===== config.mk =====
export PLATFORM = sky130hd
export DESIGN_NAME = respawn_backoff_throttle
export DESIGN_NICKNAME = d
export VERILOG_FILES = /design/src/rtl/core/rbt_pkg.sv /design/src/rtl/core/rbt_cfg.sv /design/src/rtl/core/rbt_mem.sv /design/src/rtl/core/rbt_core.sv /design/src/rtl/core/respawn_backoff_throttle.sv
export SDC_FILE = /design/constraint.sdc
export NUM_CORES = 2
export LEC_CHECK = 0
export CELL_PAD_IN_SITES_DETAIL_PLACEMENT = 0
export CELL_PAD_IN_SITES_GLOBAL_PLACEMENT = 1
export CORE_MARGIN = 2
export CORE_UTILIZATION = 50
export CTS_CLUSTER_SIZE = 25
export DETAILED_ROUTE_END_ITERATION = 8
export DONT_BUFFER_PORTS = 1
export HOLD_SLACK_MARGIN = 0.12
export PLACE_DENSITY_LB_ADDON = 0.1
export SLEW_MARGIN = 20
export SYNTH_ARGS = -nofsm -noshare
export SYNTH_HDL_FRONTEND = slang
export SYNTH_SLANG_ARGS = --single-unit

===== constraint.sdc =====
create_clock -name clk -period 11.9 [get_ports clk]
set_input_delay 0.595 -clock clk [delete_from_list [all_inputs] [get_ports clk]]
set_output_delay 0.595 -clock clk [all_outputs]
set_load 0.01 [all_outputs]

===== src/rtl/core/rbt_pkg.sv =====
// Package for the respawn backoff throttle: register map, codes, reset values
// and the shared config struct. No dependencies.

package rbt_pkg;

  // Default sizes handed to the top-level parameters
  localparam int SLOTS_DEF     = 32;
  localparam int TIME_BITS_DEF = 32;

  // Fixed part of a slot entry: running (1) + rapid count (8) + backoff (16)
  localparam int ENT_FIXED_W = 25;

  // Configuration port
  localparam int CFG_ADDR_W = 5;
  localparam int CFG_DATA_W = 32;

  localparam logic [2:0] REG_FAST_WINDOW  = 3'd0;
  localparam logic [2:0] REG_RAPID_LIMIT  = 3'd1;
  localparam logic [2:0] REG_MAX_BACKOFF  = 3'd2;
  localparam logic [2:0] REG_BASE_DELAY   = 3'd3;
  localparam logic [2:0] REG_SLOTS_IN_USE = 3'd4;

  localparam logic [15:0] RST_FAST_WINDOW  = 16'd90;
  localparam logic [7:0]  RST_RAPID_LIMIT  = 8'd5;
  localparam logic [14:0] RST_MAX_BACKOFF  = 15'd595;
  localparam logic [14:0] RST_BASE_DELAY   = 15'd5;
  localparam logic [5:0]  RST_SLOTS_IN_USE = 6'd0;

  // Request kinds
  localparam logic [1:0] K_CLEAR = 2'd0;
  localparam logic [1:0] K_START = 2'd1;
  localparam logic [1:0] K_EXIT  = 2'd2;
  localparam logic [1:0] K_WAKE  = 2'd3;

  // Result status codes
  localparam logic [2:0] ST_LAUNCHED  = 3'd0;
  localparam logic [2:0] ST_HELD      = 3'd1;
  localparam logic [2:0] ST_THROTTLED = 3'd2;
  localparam logic [2:0] ST_RUNNING   = 3'd3;
  localparam logic [2:0] ST_PAUSED    = 3'd4;
  localparam logic [2:0] ST_ACK       = 3'd5;

  // Rapid count limits
  localparam logic [7:0] RC_MAX = 8'hff;
  localparam logic [7:0] RC_DEC = 8'd2;

  typedef struct packed {
    logic [15:0] fast_window;
    logic [7:0]  rapid_limit;
    logic [14:0] max_backoff;
    logic [14:0] base_delay;
    logic [5:0]  slots_in_use;
  } cfg_t;

endpackage


===== src/rtl/core/rbt_cfg.sv =====
// Configuration register file behind the APB-style port.
// Depends on rbt_pkg (register map, reset values, cfg_t).

module rbt_cfg (
  input  logic                           clk,
  input  logic                           rst_n,
  input  logic                           psel,
  input  logic                           penable,
  input  logic                           pwrite,
  input  logic [rbt_pkg::CFG_ADDR_W-1:0] paddr,
  input  logic [rbt_pkg::CFG_DATA_W-1:0] pwdata,
  output logic [rbt_pkg::CFG_DATA_W-1:0] prdata,
  output logic                           pready,
  output rbt_pkg::cfg_t                  cfg
);

  rbt_pkg::cfg_t cfg_r;
  logic [2:0]    reg_idx;
  logic          wr_en;

  assign pready  = 1'b1;
  assign reg_idx = paddr[rbt_pkg::CFG_ADDR_W-1:2];
  assign wr_en   = psel && penable && pwrite && pready;
  assign cfg     = cfg_r;

  // Register writes in the access phase
  always_ff @(posedge clk) begin
    if (!rst_n) begin
      cfg_r.fast_window  <= rbt_pkg::RST_FAST_WINDOW;
      cfg_r.rapid_limit  <= rbt_pkg::RST_RAPID_LIMIT;
      cfg_r.max_backoff  <= rbt_pkg::RST_MAX_BACKOFF;
      cfg_r.base_delay   <= rbt_pkg::RST_BASE_DELAY;
      cfg_r.slots_in_use <= rbt_pkg::RST_SLOTS_IN_USE;
    end else if (wr_en) begin
      unique case (reg_idx)
        rbt_pkg::REG_FAST_WINDOW:  cfg_r.fast_window  <= pwdata[15:0];
        rbt_pkg::REG_RAPID_LIMIT:  cfg_r.rapid_limit  <= pwdata[7:0];
        rbt_pkg::REG_MAX_BACKOFF:  cfg_r.max_backoff  <= pwdata[14:0];
        rbt_pkg::REG_BASE_DELAY:   cfg_r.base_delay   <= pwdata[14:0];
        rbt_pkg::REG_SLOTS_IN_USE: cfg_r.slots_in_use <= pwdata[5:0];
        default: ;
      endcase
    end
  end

  // Read mux
  always_comb begin
    unique case (reg_idx)
      rbt_pkg::REG_FAST_WINDOW:  prdata = {16'd0, cfg_r.fast_window};
      rbt_pkg::REG_RAPID_LIMIT:  prdata = {24'd0, cfg_r.rapid_limit};
      rbt_pkg::REG_MAX_BACKOFF:  prdata = {17'd0, cfg_r.max_backoff};
      rbt_pkg::REG_BASE_DELAY:   prdata = {17'd0, cfg_r.base_delay};
      rbt_pkg::REG_SLOTS_IN_USE: prdata = {26'd0, cfg_r.slots_in_use};
      default:                   prdata = '0;
    endcase
  end

endmodule


===== src/rtl/core/rbt_mem.sv =====
// Slot state memory: one write port, one read port, registered read data.
// Per-entry valid bits make unwritten entries read as zero after reset.

module rbt_mem #(
  parameter int DEPTH = rbt_pkg::SLOTS_DEF,
  parameter int WIDTH = 2 * rbt_pkg::TIME_BITS_DEF + rbt_pkg::ENT_FIXED_W
) (
  input  logic                     clk,
  input  logic                     rst_n,
  input  logic                     wr_en,
  input  logic [$clog2(DEPTH)-1:0] wr_addr,
  input  logic [WIDTH-1:0]         wr_data,
  input  logic                     rd_en,
  input  logic [$clog2(DEPTH)-1:0] rd_addr,
  output logic [WIDTH-1:0]         rd_data
);

  logic [WIDTH-1:0] mem [DEPTH];
  logic [DEPTH-1:0] vld_r;
  logic [WIDTH-1:0] rd_data_r;
  logic             rd_vld_r;

  // Storage array
  always_ff @(posedge clk) begin
    if (wr_en) begin
      mem[wr_addr] <= wr_data;
    end
    if (rd_en) begin
      rd_data_r <= mem[rd_addr];
    end
  end

  // Valid bits: reset clears all, a write marks its entry
  always_ff @(posedge clk) begin
    if (!rst_n) begin
      vld_r    <= '0;
      rd_vld_r <= 1'b0;
    end else begin
      if (wr_en) begin
        vld_r[wr_addr] <= 1'b1;
      end
      if (rd_en) begin
        rd_vld_r <= vld_r[rd_addr];
      end
    end
  end

  assign rd_data = rd_vld_r ? rd_data_r : '0;

endmodule


===== src/rtl/core/rbt_core.sv =====
// Request sequencer and datapath: read-modify-write of one slot entry per
// request, plus the serial wake-delay scan. Depends on rbt_pkg.

module rbt_core #(
  parameter int SLOTS     = rbt_pkg::SLOTS_DEF,
  parameter int TIME_BITS = rbt_pkg::TIME_BITS_DEF
) (
  input  logic                     clk,
  input  logic                     rst_n,
  // request side
  input  logic                     in_valid,
  output logic                     in_ready,
  input  logic [1:0]               in_kind,
  input  logic [4:0]               in_slot,
  input  logic [31:0]              in_now,
  input  logic                     in_paused,
  // result side
  output logic                     out_valid,
  input  logic                     out_ready,
  output logic [2:0]               out_status,
  output logic [31:0]              out_next_start,
  output logic [31:0]              out_wake_delay,
  // configuration
  input  rbt_pkg::cfg_t            cfg,
  // state memory
  output logic                     mem_wr_en,
  output logic [$clog2(SLOTS)-1:0] mem_wr_addr,
  output logic [2*TIME_BITS+rbt_pkg::ENT_FIXED_W-1:0] mem_wr_data,
  output logic                     mem_rd_en,
  output logic [$clog2(SLOTS)-1:0] mem_rd_addr,
  input  logic [2*TIME_BITS+rbt_pkg::ENT_FIXED_W-1:0] mem_rd_data
);

  localparam int TB      = TIME_BITS;
  localparam int IDX_W   = $clog2(SLOTS);
  localparam int CNT_W   = $clog2(SLOTS + 1);
  localparam int RC_LSB  = 16;
  localparam int NA_LSB  = 24;
  localparam int LS_LSB  = 24 + TB;
  localparam int RUN_BIT = 24 + 2 * TB;
  localparam logic [8:0] SLOT_LIM = 9'(SLOTS);

  localparam logic [2:0] S_IDLE = 3'd0;
  localparam logic [2:0] S_EV1  = 3'd1;
  localparam logic [2:0] S_EV2  = 3'd2;
  localparam logic [2:0] S_WAKE = 3'd3;
  localparam logic [2:0] S_OUT  = 3'd4;

  logic [2:0] state_r, state_nxt;

  // request registers
  logic [1:0]       kind_r;
  logic             slot_ok_r;
  logic [IDX_W-1:0] idx_r;
  logic [TB-1:0]    now_r;
  logic [TB-1:0]    nowq_r;
  logic             paused_r;

  // working copy of the slot entry
  logic          run_r;
  logic [TB-1:0] ls_r;
  logic [TB-1:0] na_r;
  logic [7:0]    rc_r;
  logic [15:0]   bo_r;
  logic          held_r;
  logic          rapid_r;
  logic          thr_r;
  logic [14:0]   b_r;

  // wake scan
  logic [CNT_W-1:0] wk_cnt_r;
  logic [CNT_W-1:0] lim_r;
  logic             p1_r, p2_r;
  logic [TB-1:0]    diff_r;
  logic [TB-1:0]    best_r;
  logic             have_r;

  // result register
  logic        out_valid_r;
  logic [2:0]  out_status_r;
  logic [31:0] out_ns_r;
  logic [31:0] out_wake_r;

  // input decode
  logic [63:0]      now64;
  logic [TB-1:0]    now_in;
  logic [7:0]       slot8;
  logic [IDX_W-1:0] idx_in;
  logic             slot_ok_in;
  logic             accept;

  assign now64      = {32'd0, in_now};
  assign now_in     = now64[TB-1:0];
  assign slot8      = {3'd0, in_slot};
  assign idx_in     = slot8[IDX_W-1:0];
  assign slot_ok_in = {4'd0, in_slot} < SLOT_LIM;
  assign in_ready   = (state_r == S_IDLE);
  assign accept     = in_valid && in_ready;

  // memory entry fields
  logic          m_run;
  logic [TB-1:0] m_ls;
  logic [TB-1:0] m_na;
  logic [7:0]    m_rc;
  logic [15:0]   m_bo;

  assign m_run = mem_rd_data[RUN_BIT];
  assign m_ls  = mem_rd_data[LS_LSB +: TB];
  assign m_na  = mem_rd_data[NA_LSB +: TB];
  assign m_rc  = mem_rd_data[RC_LSB +: 8];
  assign m_bo  = mem_rd_data[15:0];

  // hold window and rapid-restart tests on the entry just read
  logic [TB-1:0] hold_gap;
  logic [TB-1:0] since_last;
  logic          held_ev;
  logic          rapid_ev;

  assign hold_gap   = m_na + ~now_r;  // next_allowed - now - 1
  assign since_last = now_r - m_ls;
  assign held_ev    = hold_gap < {{(TB-15){1'b0}}, cfg.max_backoff};
  assign rapid_ev   = since_last[TB-1] ||
                      (since_last < {{(TB-16){1'b0}}, cfg.fast_window});

  // rapid count, backoff and throttle decision
  logic [7:0]  rc1;
  logic [15:0] bo1;
  logic [16:0] dbl;
  logic [15:0] mb16, bd16;
  logic [14:0] b_nxt;
  logic        thr_nxt;

  assign mb16 = {1'b0, cfg.max_backoff};
  assign bd16 = {1'b0, cfg.base_delay};

  always_comb begin
    if (rapid_r) begin
      rc1 = (rc_r == rbt_pkg::RC_MAX) ? rc_r : rc_r + 8'd1;
      bo1 = bo_r;
    end else begin
      rc1 = '0;
      bo1 = bd16;
    end
    thr_nxt = rc1 >= cfg.rapid_limit;
    dbl     = {bo1, 1'b0};
    if (bo1 >= mb16) begin
      b_nxt = cfg.max_backoff;
    end else if (bo1 < bd16) begin
      b_nxt = cfg.base_delay;
    end else if (dbl > {2'd0, cfg.max_backoff}) begin
      b_nxt = cfg.max_backoff;
    end else begin
      b_nxt = dbl[14:0];
    end
  end

  // new entry and result for the finishing step
  logic [TB-1:0] sum;
  logic          n_run;
  logic [TB-1:0] n_ls;
  logic [TB-1:0] n_na;
  logic [7:0]    n_rc;
  logic [15:0]   n_bo;
  logic [2:0]    n_status;
  logic [63:0]   ns64;
  logic [63:0]   wk64;
  logic          out_free;

  assign sum = now_r + (thr_r ? {{(TB-15){1'b0}}, b_r} : {{(TB-15){1'b0}}, cfg.base_delay});

  always_comb begin
    n_run    = run_r;
    n_ls     = ls_r;
    n_na     = na_r;
    n_rc     = rc_r;
    n_bo     = bo_r;
    n_status = rbt_pkg::ST_ACK;
    case (kind_r)
      rbt_pkg::K_CLEAR: begin
        n_run = 1'b0;
        n_ls  = '0;
        n_na  = now_r;
        n_rc  = '0;
        n_bo  = '0;
      end
      rbt_pkg::K_START: begin
        // a slot beyond the table is only acknowledged
        if (!slot_ok_r) begin
          n_status = rbt_pkg::ST_ACK;
        end else if (run_r) begin
          n_status = rbt_pkg::ST_RUNNING;
        end else if (paused_r) begin
          n_status = rbt_pkg::ST_PAUSED;
        end else if (held_r) begin
          n_status = rbt_pkg::ST_HELD;
        end else if (thr_r) begin
          n_status = rbt_pkg::ST_THROTTLED;
          n_na     = sum;
          n_ls     = sum;
          n_rc     = rc_r - rbt_pkg::RC_DEC;
          n_bo     = {1'b0, b_r};
        end else begin
          n_status = rbt_pkg::ST_LAUNCHED;
          n_na     = sum;
          n_run    = 1'b1;
        end
      end
      rbt_pkg::K_EXIT: begin
        n_run = 1'b0;
      end
      default: ;
    endcase
  end

  assign ns64     = slot_ok_r ? 64'(n_na) : 64'd0;
  assign wk64     = 64'(best_r);
  assign out_free = !out_valid_r || out_ready;

  // memory ports
  logic wk_issue;

  assign wk_issue    = (state_r == S_WAKE) && (wk_cnt_r < lim_r);
  assign mem_rd_en   = accept || wk_issue;
  assign mem_rd_addr = (state_r == S_IDLE) ? idx_in : wk_cnt_r[IDX_W-1:0];
  assign mem_wr_en   = (state_r == S_OUT) && out_free && slot_ok_r &&
                       (kind_r != rbt_pkg::K_WAKE);
  assign mem_wr_addr = idx_r;
  assign mem_wr_data = {n_run, n_ls, n_na, n_rc, n_bo};

  // sequencer
  always_comb begin
    state_nxt = state_r;
    unique case (state_r)
      S_IDLE: if (accept) state_nxt = S_EV1;
      S_EV1: begin
        if (kind_r == rbt_pkg::K_WAKE) begin
          state_nxt = S_WAKE;
        end else if (kind_r == rbt_pkg::K_START && !m_run && !paused_r && !held_ev) begin
          state_nxt = S_EV2;
        end else begin
          state_nxt = S_OUT;
        end
      end
      S_EV2:  state_nxt = S_OUT;
      S_WAKE: if (!wk_issue && !p1_r && !p2_r) state_nxt = S_OUT;
      S_OUT:  if (out_free) state_nxt = S_IDLE;
      default: state_nxt = S_IDLE;
    endcase
  end

  always_ff @(posedge clk) begin
    if (!rst_n) begin
      state_r <= S_IDLE;
    end else begin
      state_r <= state_nxt;
    end
  end

  // request capture
  always_ff @(posedge clk) begin
    if (accept) begin
      kind_r    <= in_kind;
      slot_ok_r <= slot_ok_in;
      idx_r     <= idx_in;
      now_r     <= now_in;
      nowq_r    <= (now_in == '0) ? {{(TB-1){1'b0}}, 1'b1} : now_in;
      paused_r  <= in_paused;
    end
  end

  // entry evaluation
  always_ff @(posedge clk) begin
    if (state_r == S_EV1) begin
      run_r   <= m_run;
      ls_r    <= m_ls;
      na_r    <= m_na;
      rc_r    <= m_rc;
      bo_r    <= m_bo;
      held_r  <= held_ev;
      rapid_r <= rapid_ev;
      thr_r   <= 1'b0;
    end else if (state_r == S_EV2) begin
      rc_r  <= rc1;
      bo_r  <= bo1;
      ls_r  <= rapid_r ? ls_r : now_r;
      thr_r <= thr_nxt;
      b_r   <= b_nxt;
    end
  end

  // wake scan: issue read, take difference, keep the minimum
  always_ff @(posedge clk) begin
    if (!rst_n) begin
      p1_r   <= 1'b0;
      p2_r   <= 1'b0;
      have_r <= 1'b0;
    end else if (state_r == S_EV1) begin
      p1_r   <= 1'b0;
      p2_r   <= 1'b0;
      have_r <= 1'b0;
    end else if (state_r == S_WAKE) begin
      p1_r <= wk_issue;
      p2_r <= p1_r;
      if (p2_r && (diff_r != '0) && !diff_r[TB-1] && (!have_r || diff_r < best_r)) begin
        have_r <= 1'b1;
      end
    end
  end

  always_ff @(posedge clk) begin
    if (state_r == S_EV1) begin
      wk_cnt_r <= '0;
      lim_r    <= ({3'd0, cfg.slots_in_use} > SLOT_LIM) ? SLOT_LIM[CNT_W-1:0]
                                                        : CNT_W'(cfg.slots_in_use);
      best_r   <= '0;
    end else if (state_r == S_WAKE) begin
      if (wk_issue) begin
        wk_cnt_r <= wk_cnt_r + 1'b1;
      end
      if (p1_r) begin
        diff_r <= m_na - nowq_r;
      end
      if (p2_r && (diff_r != '0) && !diff_r[TB-1] && (!have_r || diff_r < best_r)) begin
        best_r <= diff_r;
      end
    end
  end

  // result register, loaded when the previous result has gone
  always_ff @(posedge clk) begin
    if (!rst_n) begin
      out_valid_r <= 1'b0;
    end else if ((state_r == S_OUT) && out_free) begin
      out_valid_r <= 1'b1;
    end else if (out_ready) begin
      out_valid_r <= 1'b0;
    end
  end

  always_ff @(posedge clk) begin
    if ((state_r == S_OUT) && out_free) begin
      out_status_r <= n_status;
      out_ns_r     <= ns64[31:0];
      out_wake_r   <= (kind_r == rbt_pkg::K_WAKE) ? wk64[31:0] : 32'd0;
    end
  end

  assign out_valid      = out_valid_r;
  assign out_status     = out_status_r;
  assign out_next_start = out_ns_r;
  assign out_wake_delay = out_wake_r;

endmodule


===== src/rtl/core/respawn_backoff_throttle.sv =====
// Top level of the respawn backoff throttle: stream ports, APB config port.
// Depends on rbt_pkg, rbt_cfg, rbt_mem and rbt_core.

// One request at a time is processed against a per-slot state table held in
// a single synchronous memory (one read, one write port). Clear and exit
// requests pass through states S_EV1 and S_OUT before their result is loaded;
// start attempts that reach the backoff step pass through S_EV2 as well; a wake
// query walks min(slots_in_use, SLOTS) slots through the memory read port, one
// slot per cycle. The next request is accepted the cycle after a result is
// loaded into the output register, even if that result has not yet been taken.
// After reset every slot reads as all zero with no clearing pass; configuration
// may be written at any time the block is idle.

module respawn_backoff_throttle #(
  parameter int SLOTS     = rbt_pkg::SLOTS_DEF,
  parameter int TIME_BITS = rbt_pkg::TIME_BITS_DEF
) (
  input  logic                           clk,
  input  logic                           rst_n,
  // request stream
  input  logic                           in_tvalid,
  output logic                           in_tready,
  input  logic [39:0]                    in_tdata,   // slot[4:0], now[36:5], paused[37]
  input  logic [1:0]                     in_tuser,   // kind[1:0]
  // result stream
  output logic                           out_tvalid,
  input  logic                           out_tready,
  output logic [63:0]                    out_tdata,  // next_start[31:0], wake_delay[63:32]
  output logic [2:0]                     out_tuser,  // status[2:0]
  // configuration
  input  logic                           cfg_psel,
  input  logic                           cfg_penable,
  input  logic                           cfg_pwrite,
  input  logic [rbt_pkg::CFG_ADDR_W-1:0] cfg_paddr,
  input  logic [rbt_pkg::CFG_DATA_W-1:0] cfg_pwdata,
  output logic [rbt_pkg::CFG_DATA_W-1:0] cfg_prdata,
  output logic                           cfg_pready
);

  localparam int IDX_W = $clog2(SLOTS);
  localparam int ENT_W = 2 * TIME_BITS + rbt_pkg::ENT_FIXED_W;

  rbt_pkg::cfg_t    cfg;
  logic             mem_wr_en;
  logic [IDX_W-1:0] mem_wr_addr;
  logic [ENT_W-1:0] mem_wr_data;
  logic             mem_rd_en;
  logic [IDX_W-1:0] mem_rd_addr;
  logic [ENT_W-1:0] mem_rd_data;
  logic [31:0]      ns;
  logic [31:0]      wake;

  // Register file
  rbt_cfg u_cfg (
    .clk     (clk),
    .rst_n   (rst_n),
    .psel    (cfg_psel),
    .penable (cfg_penable),
    .pwrite  (cfg_pwrite),
    .paddr   (cfg_paddr),
    .pwdata  (cfg_pwdata),
    .prdata  (cfg_prdata),
    .pready  (cfg_pready),
    .cfg     (cfg)
  );

  // Slot state table
  rbt_mem #(
    .DEPTH (SLOTS),
    .WIDTH (ENT_W)
  ) u_mem (
    .clk     (clk),
    .rst_n   (rst_n),
    .wr_en   (mem_wr_en),
    .wr_addr (mem_wr_addr),
    .wr_data (mem_wr_data),
    .rd_en   (mem_rd_en),
    .rd_addr (mem_rd_addr),
    .rd_data (mem_rd_data)
  );

  // Sequencer and datapath
  rbt_core #(
    .SLOTS     (SLOTS),
    .TIME_BITS (TIME_BITS)
  ) u_core (
    .clk            (clk),
    .rst_n          (rst_n),
    .in_valid       (in_tvalid),
    .in_ready       (in_tready),
    .in_kind        (in_tuser),
    .in_slot        (in_tdata[4:0]),
    .in_now         (in_tdata[36:5]),
    .in_paused      (in_tdata[37]),
    .out_valid      (out_tvalid),
    .out_ready      (out_tready),
    .out_status     (out_tuser),
    .out_next_start (ns),
    .out_wake_delay (wake),
    .cfg            (cfg),
    .mem_wr_en      (mem_wr_en),
    .mem_wr_addr    (mem_wr_addr),
    .mem_wr_data    (mem_wr_data),
    .mem_rd_en      (mem_rd_en),
    .mem_rd_addr    (mem_rd_addr),
    .mem_rd_data    (mem_rd_data)
  );

  assign out_tdata = {wake, ns};

  // A read never targets the entry being written in the same cycle
  a_no_rw_collision: assert property (@(posedge clk) disable iff (!rst_n)
    !(mem_wr_en && mem_rd_en && (mem_wr_addr == mem_rd_addr)))
    else $error("state memory read and write collide on one entry");

  // Every write-back goes with a result being presented
  a_wr_has_result: assert property (@(posedge clk) disable iff (!rst_n)
    mem_wr_en |=> out_tvalid)
    else $error("state written without a result");

  // Only acknowledged results carry a wake delay
  a_wake_only_ack: assert property (@(posedge clk) disable iff (!rst_n)
    (out_tvalid && (out_tuser != rbt_pkg::ST_ACK)) |-> (out_tdata[63:32] == 32'd0))
    else $error("wake delay on a start result");

  // No new request is taken in the cycle right after one was accepted
  a_one_at_a_time: assert property (@(posedge clk) disable iff (!rst_n)
    (in_tvalid && in_tready) |=> !in_tready)
    else $error("request accepted while one is in progress");

endmodule


# Word level (Yosys, flattened, before mapping)
# Memories as Yosys holds them, arrays and structs flattened. A register that Yosys moved wholly into a read port is not among the register bits.
# Index checks and enable logic that the tools add are counted.
# Widths: inputs -> output; s select.
classes:
  addsub: 7
  magnitude_cmp: 12
  n_eq_ne: 17
  n_mux: 59
  bitwise: 5
  n_reduce_logical: 49
op_table:
  columns: ["op", "count"]
  rows:
  - ["$mux 32", 10]
  - ["$pmux 32 s2", 2]
  - ["$mux 16", 7]
  - ["$mux 89", 1]
  - ["$pmux 16 s5", 1]
  - ["$add 32x32->32", 2]
  - ["$mux 8", 8]
  - ["$sub 32x32->32", 2]
  - ["$mux 15", 4]
  - ["$logic_not 32->1", 1]
  - ["$lt 32x15->1", 1]
  - ["$lt 32x16->1", 1]
  - ["$lt 32x32->1", 1]
  - ["$not 32->32", 1]
  - ["$or 32x32->32", 1]
  - ["$pmux 16 s2", 1]
  - ["$reduce_bool 32->1", 1]
  - ["$mux 3", 8]
  - ["$reduce_and 2->1", 9]
  - ["$gt 17x15->1", 1]
  - ["$ge 16x15->1", 1]
  - ["$lt 16x15->1", 1]
  - ["$pmux 8 s2", 1]
  - ["$logic_and 1x1->1", 15]
  - ["other kinds (31)", 68]
word_totals:
  regBits: 422
  mem_bits_rw: 2848
  output_inout_bits: 102
  elab_cells: 184
  memories: 1
memory_table:
  columns: ["memory", "depth", "word_bits", "read_ports", "rd_clocked_by_memory_dff", "wr", "line_no", "rtl"]
  rows:
  - ["u_mem.mem", 32, 89, 1, 1, 1, "rbt_mem.sv:18", "logic [WIDTH-1:0] mem [DEPTH];"]

# Depth between registers and ports, before layout
logic_depth:
  ltp_word: 8
  ltp_mapped: 29

# Cells and area by module
# From an unflattened synthesis, not the netlist that was laid out.
unflattened:
  cells_unflattened: 7159
  hier_area_um2: 137957.3
by_module_without_submodules:
  columns: ["module", "n_inst", "cells_each", "area_per_inst_um2"]
  rows:
  - ["rbt_mem", 1, 4468, 112414.1]
  - ["rbt_core", 1, 2379, 22587.9]
  - ["rbt_cfg", 1, 312, 2955.3]

# Worst setup path before layout
# Ideal clock, no wire load.
synth_path:
  path_kind: "input to register"
  from: "in out_tready"
  to: "mem u_mem.mem[20][0] in the netlist's numbering, enable pin"
  t_arrival_ps: 10456
  path_slack_ps: 795
  path_stages: 5
  n_path_buf: 0
  cell_sequence: "nor2b_1 -> nor2b_1 -> nor2b_1 -> nand4b_1 -> nor3_1"
synth_between:
  elab_chain_len: 5
synth_lines:
  columns: ["item", "line_no", "rtl"]
  rows:
  - ["start: declaration", "respawn_backoff_throttle.sv:27", "input logic out_tready,"]
  - ["$logic_or 1x1->1", "rbt_core.sv:217", "assign out_free = !out_valid_r || out_ready;"]
  - ["$logic_and 1x1->1 (2 in series)", "rbt_core.sv:225", "assign mem_wr_en = (state_r == S_OUT) && out_free && slot_ok_r &&"]
  - ["$mux 1", "rbt_mem.sv:25", "if (wr_en) begin"]
  - ["$mux 1 (implied by the code)", "rbt_mem.sv:26", "mem[wr_addr] <= wr_data;"]
  - ["end: declaration", "rbt_mem.sv:18", null]
# No other way between the ends.

# Worst setup path after layout
layout_path:
  from: "reg u_mem.rd_vld_r"
  to: "reg u_core.state_r[2]"
layout_between:
  elab_chain_len: 8
  elab_cells_between_ends: 11
layout_lines:
  columns: ["item", "line_no", "rtl"]
  rows:
  - ["start: declaration", "rbt_mem.sv:21", "logic rd_vld_r;"]
  - ["start signal: assignment", "rbt_mem.sv:43", "rd_vld_r <= vld_r[rd_addr];"]
  - ["$mux 89", "rbt_mem.sv:48", "assign rd_data = rd_vld_r ? rd_data_r : '0;"]
  - ["via mem_rd_data[24]", "respawn_backoff_throttle.sv:49", "logic [ENT_W-1:0] mem_rd_data;"]
  - ["$add 32x32->32", "rbt_core.sv:119", "assign hold_gap = m_na + ~now_r;"]
  - ["$lt 32x15->1", "rbt_core.sv:121", "assign held_ev = hold_gap < {{(TB-15){1'b0}}, cfg.max_backoff};"]
  - ["$logic_not 1->1", "rbt_core.sv:238", "end else if (kind_r == rbt_pkg::K_START && !m_run && !paused_r && !held_ev) begin"]
  - ["$logic_and 1x1->1", "rbt_core.sv:238", null]
  - ["$mux 3", "rbt_core.sv:238", null]
  - ["$mux 3", "rbt_core.sv:236", "if (kind_r == rbt_pkg::K_WAKE) begin"]
  - ["$pmux 3 s5", "rbt_core.sv:233", "unique case (state_r)"]
  - ["end signal: assignment", "rbt_core.sv:255", "state_r <= state_nxt;"]
  - ["end: declaration", "rbt_core.sv:49", "logic [2:0] state_r, state_nxt;"]
# The timed path passes the listed nets, and every way through them passes these cells.
# A chain may end at the register's enable or synchronous reset.

==> flow_summary.ini <==
[sta]
skew_ns = 0.08294
tightest_slew_ns = 1.175
slew-limit-headroom = 0.2166
holdWs_ns = 0.2299
maxSlewViolCount = 0
hold_violations = 0
setup_slack_ns = 4.278
final-setup-viol-count = 0
timing.fmax_mhz = 131.2
timing.final.crit_share = 0.6405
rsz0062_at_grt = false
final.setup.tns_ns = 0
fin_crit_ns = 7.622

[worst_setup_path]
start_kind = flip-flop
path_class = reg -> reg
path_max_fanout = 50
crit_slowest_cell = dfxtp_4
r2r_cells = 22
cp_slowest_stage_delay_ns = 0.72
cp_data_required_time_ns = 12.74
path_cells = buf_4, and2_1, ha_1, ha_1, o21ai_0, a31oi_1, nand3_1, a21oi_1, a31oi_1, xnor2_1, ha_1, a2111oi_0, o21ai_1, a2111oi_2, o211ai_1, or4_1, nor4_1, nand4_1, nor4_2, a41oi_2, nor4b_1, o21a_1
r2r_setup_slack_ns = 4.28
end_kind = flip-flop
cp_common_cell = ha_1
arrival_ns = 8.46
crit-reg2reg-capture = u_core.state_r[2]
r2r-start = u_mem.rd_vld_r

[status]
status = complete, no violations

[layout]
final_util = 0.5649
drive_gt1_frac = 0.1776
area_growth_pct = 12.26
final_area_um2 = 156300
final_cells = 12570
finalNetCount = 8863

[flow_run]
max_cap_violations = 0

[power_and_ir_drop]
p_int_mw = 20.49
pwr-share-seq = 0.494
p_leak_nw = 52.09
p_switching_mw = 6.754
ir_drop_uv = 115.2
power_density_nw_per_um2 = 174.3
combPwrFrac = 0.111
switching_share = 0.2479
power_mw = 27.25
power_frac_clock = 0.394

[clock_tree]
cts_resized = 0
cts-hold-fix-buffers = 70
htreeDepth = 5
worstSkewPairLatency_ns = 0.94
cts_root_buffer = clkbuf_16
cts_buffers = 352
cts_tree = done
post_cts_buffers = 0
cts_buffer_depth = 4
cts.sinks = 3359
path_clk_slew_ns = 0.06

[placed_design]
dpl.hpwl_um = 239100
portBuffers = 0
place_area_um2 = 144300
dp.cells = 11850
gp_congestion = 0.9144
dpl_worst_slack_ns = 4.433

[hold_path]
hold_end = u_cfg.cfg[52]
hold_class = in -> reg
hp-start = cfg_penable
min_path_cells = 4

[floorplanning]
fp.dieH_um = 531.7
initial_core_util = 0.5032
die_area_um2 = 282700
core-area_um2 = 276700
ios = 188
row_count = 193
die_width_um = 531.7

[synthesis]
ys.flop_type = edfxtp_1
ys.warnings.count = 0
yosys-top-cells-area = edfxtp_1 (69%), mux4_2 (12%), nand2_1 (3.2%)
synthTopCellsByCount = edfxtp_1 (3220), nand2_1 (1185), mux4_2 (722)
netlist_instances = 8430
synth_cell_types = 105
synth_area_um2 = 139300
yosys.cell_count.top_type = edfxtp_1
synth-edff-count = 3220
synth_seq_area_share = 0.7143
synth.avg_cell_area_um2 = 16.52
synth_top_area_frac = 0.6944
yosysTopAreaCell = edfxtp_1
synth-seq-cells = 3359
async_flop_share = 0

[routing]
post_drt_via_cell_ratio = 6.360
wl_um = 416800
drt-pass1-iter-count = 6
drtIter0Drc = 9578
drc = 0
postRouteAntennaNets = 0
vias = 79940
wl_per_cell_um = 33.16

[global_routing]
grt_pass1_vias = 77620
grt_pass1_wl_um = 584500
grt_remaining_overflow = 0
antenna_found_initial = 30
grt_use_total = 0.2910
grt_max_degree = 121
how the worst max path moves through the flow:
stage	start	endpoint	slack [ns]	depth (start not counted)
detailed placement	u_mem.rd_vld_r	u_core.state_r[2]	4.43	22
finish	u_mem.rd_vld_r	u_core.state_r[2]	4.28	22
CTS	u_mem.rd_vld_r	u_core.state_r[2]	4.40	22
global route	u_mem.rd_vld_r	u_core.state_r[2]	4.01	22
global placement	u_mem.rd_vld_r	u_core.state_r[2]	4.49	22
floorplan	out_tready	u_mem.mem[20][0]	0.80	5
layout make-up:
class / count / area (um2)
Antenna cell: 14 / 35.03
Clock buffer: 449 / 9392
Clock inverter: 189 / 1768
Fill cell: 21630 / 120400
Inverter: 208 / 783.3
Multi-Input combinational cell: 4364 / 37670
Sequential cell: 3359 / 99480
Tap cell: 3705 / 4636
Timing Repair Buffer: 282 / 2572
worst max-delay path: cells and delay by family, from the launching register on:
| family | cells | cell delay (ns) |
|---|---|---|
| compound gates | 10 | 2.90 |
| simple gates | 7 | 2.35 |
| fa+ha+maj | 3 | 0.73 |
| flops | 1 | 0.72 |
| buf+inv | 1 | 0.61 |
| xor+xnor | 1 | 0.17 |
flip-flops by register name (all words and copies together), names as in the netlist, 8 cells and up:
signal                 count
u_core.out_next_start     32
u_core.diff_r             32
u_mem.rd_data_r           89
u_core.b_r                15
u_mem.mem               2848
u_core.best_r             32
u_core.na_r               32
u_cfg.cfg                 60
u_core.rc_r                8
u_core.now_r              32
u_mem.vld_r               32
u_core.out_wake_delay     32
u_core.ls_r               32
u_core.bo_r               16
u_core.nowq_r             32
power groups by stage:
stage	logic, mW	registers (mW)	clock network [mW]
6_report	3.03	13.5	10.7
5_1_grt	3.27	13.5	11.4
4_1_cts	3.04	13.5	10.9
3_5_place_dp	3.00	13.7	0
3_3_place_gp	2.97	13.7	0
2_1_floorplan	1.99	13.6	0
per-layer routing:
metal  wire [um]  GRT usage  vias to the layer above
met5          46          0                        -
met4       12200    0.08132                        6
met3       33260    0.04251                      586
met2      193100     0.4496                     3531
met1      178200     0.4345                    42630
li1            -          -                    33190
layout by cell type, fill, tap and decap left out, types with 34 or more instances in the layout:
| master | Yosys | final |
|---|---|---|
| edfxtp_1 | 3220 | 3220 |
| nand2_1 | 1185 | 1184 |
| mux4_2 | 722 | 722 |
| nand3_1 | 504 | 504 |
| clkbuf_16 | 0 | 359 |
| nor2_1 | 260 | 225 |
| o21ai_0 | 255 | 223 |
| ha_1 | 208 | 208 |
| inv_1 | 205 | 203 |
| a21oi_1 | 201 | 199 |
| buf_4 | 22 | 188 |
| dfxtp_1 | 139 | 138 |
| xnor2_1 | 87 | 87 |
| clkbuf_1 | 362 | 83 |
| a21o_1 | 79 | 77 |
| clkinv_1 | 0 | 77 |
| dlygate4sd3_1 | 0 | 70 |
| o31ai_1 | 60 | 60 |
| clkinv_2 | 0 | 54 |
| nor2b_1 | 48 | 46 |
| and3_1 | 47 | 46 |
| xor2_1 | 44 | 44 |
| mux2i_1 | 44 | 39 |
| nand4_1 | 38 | 38 |
| nand2b_1 | 38 | 37 |
| nor3_1 | 40 | 35 |
| a31oi_1 | 35 | 34 |
| nor2_4 | 0 | 34 |
cells by family (layout without fill, tap and decap cells):
group                    count (synthesis)  in the layout  share of synthesized area
AO/OA/AOI/OAI                          939            939                    0.04355
XOR/XNOR                               131            131                   0.008239
adder cells (fa/ha/maj)                215            215                    0.01934
buffers and inverters                  722           1128                    0.02117
flip-flops                            3359           3359                     0.7143
multiplexers                           772            772                     0.1204
other                                    2             31                 0.00005393
AND/OR/NAND/NOR                       2290           2290                    0.07288
(Power assumes the default switching activity.)
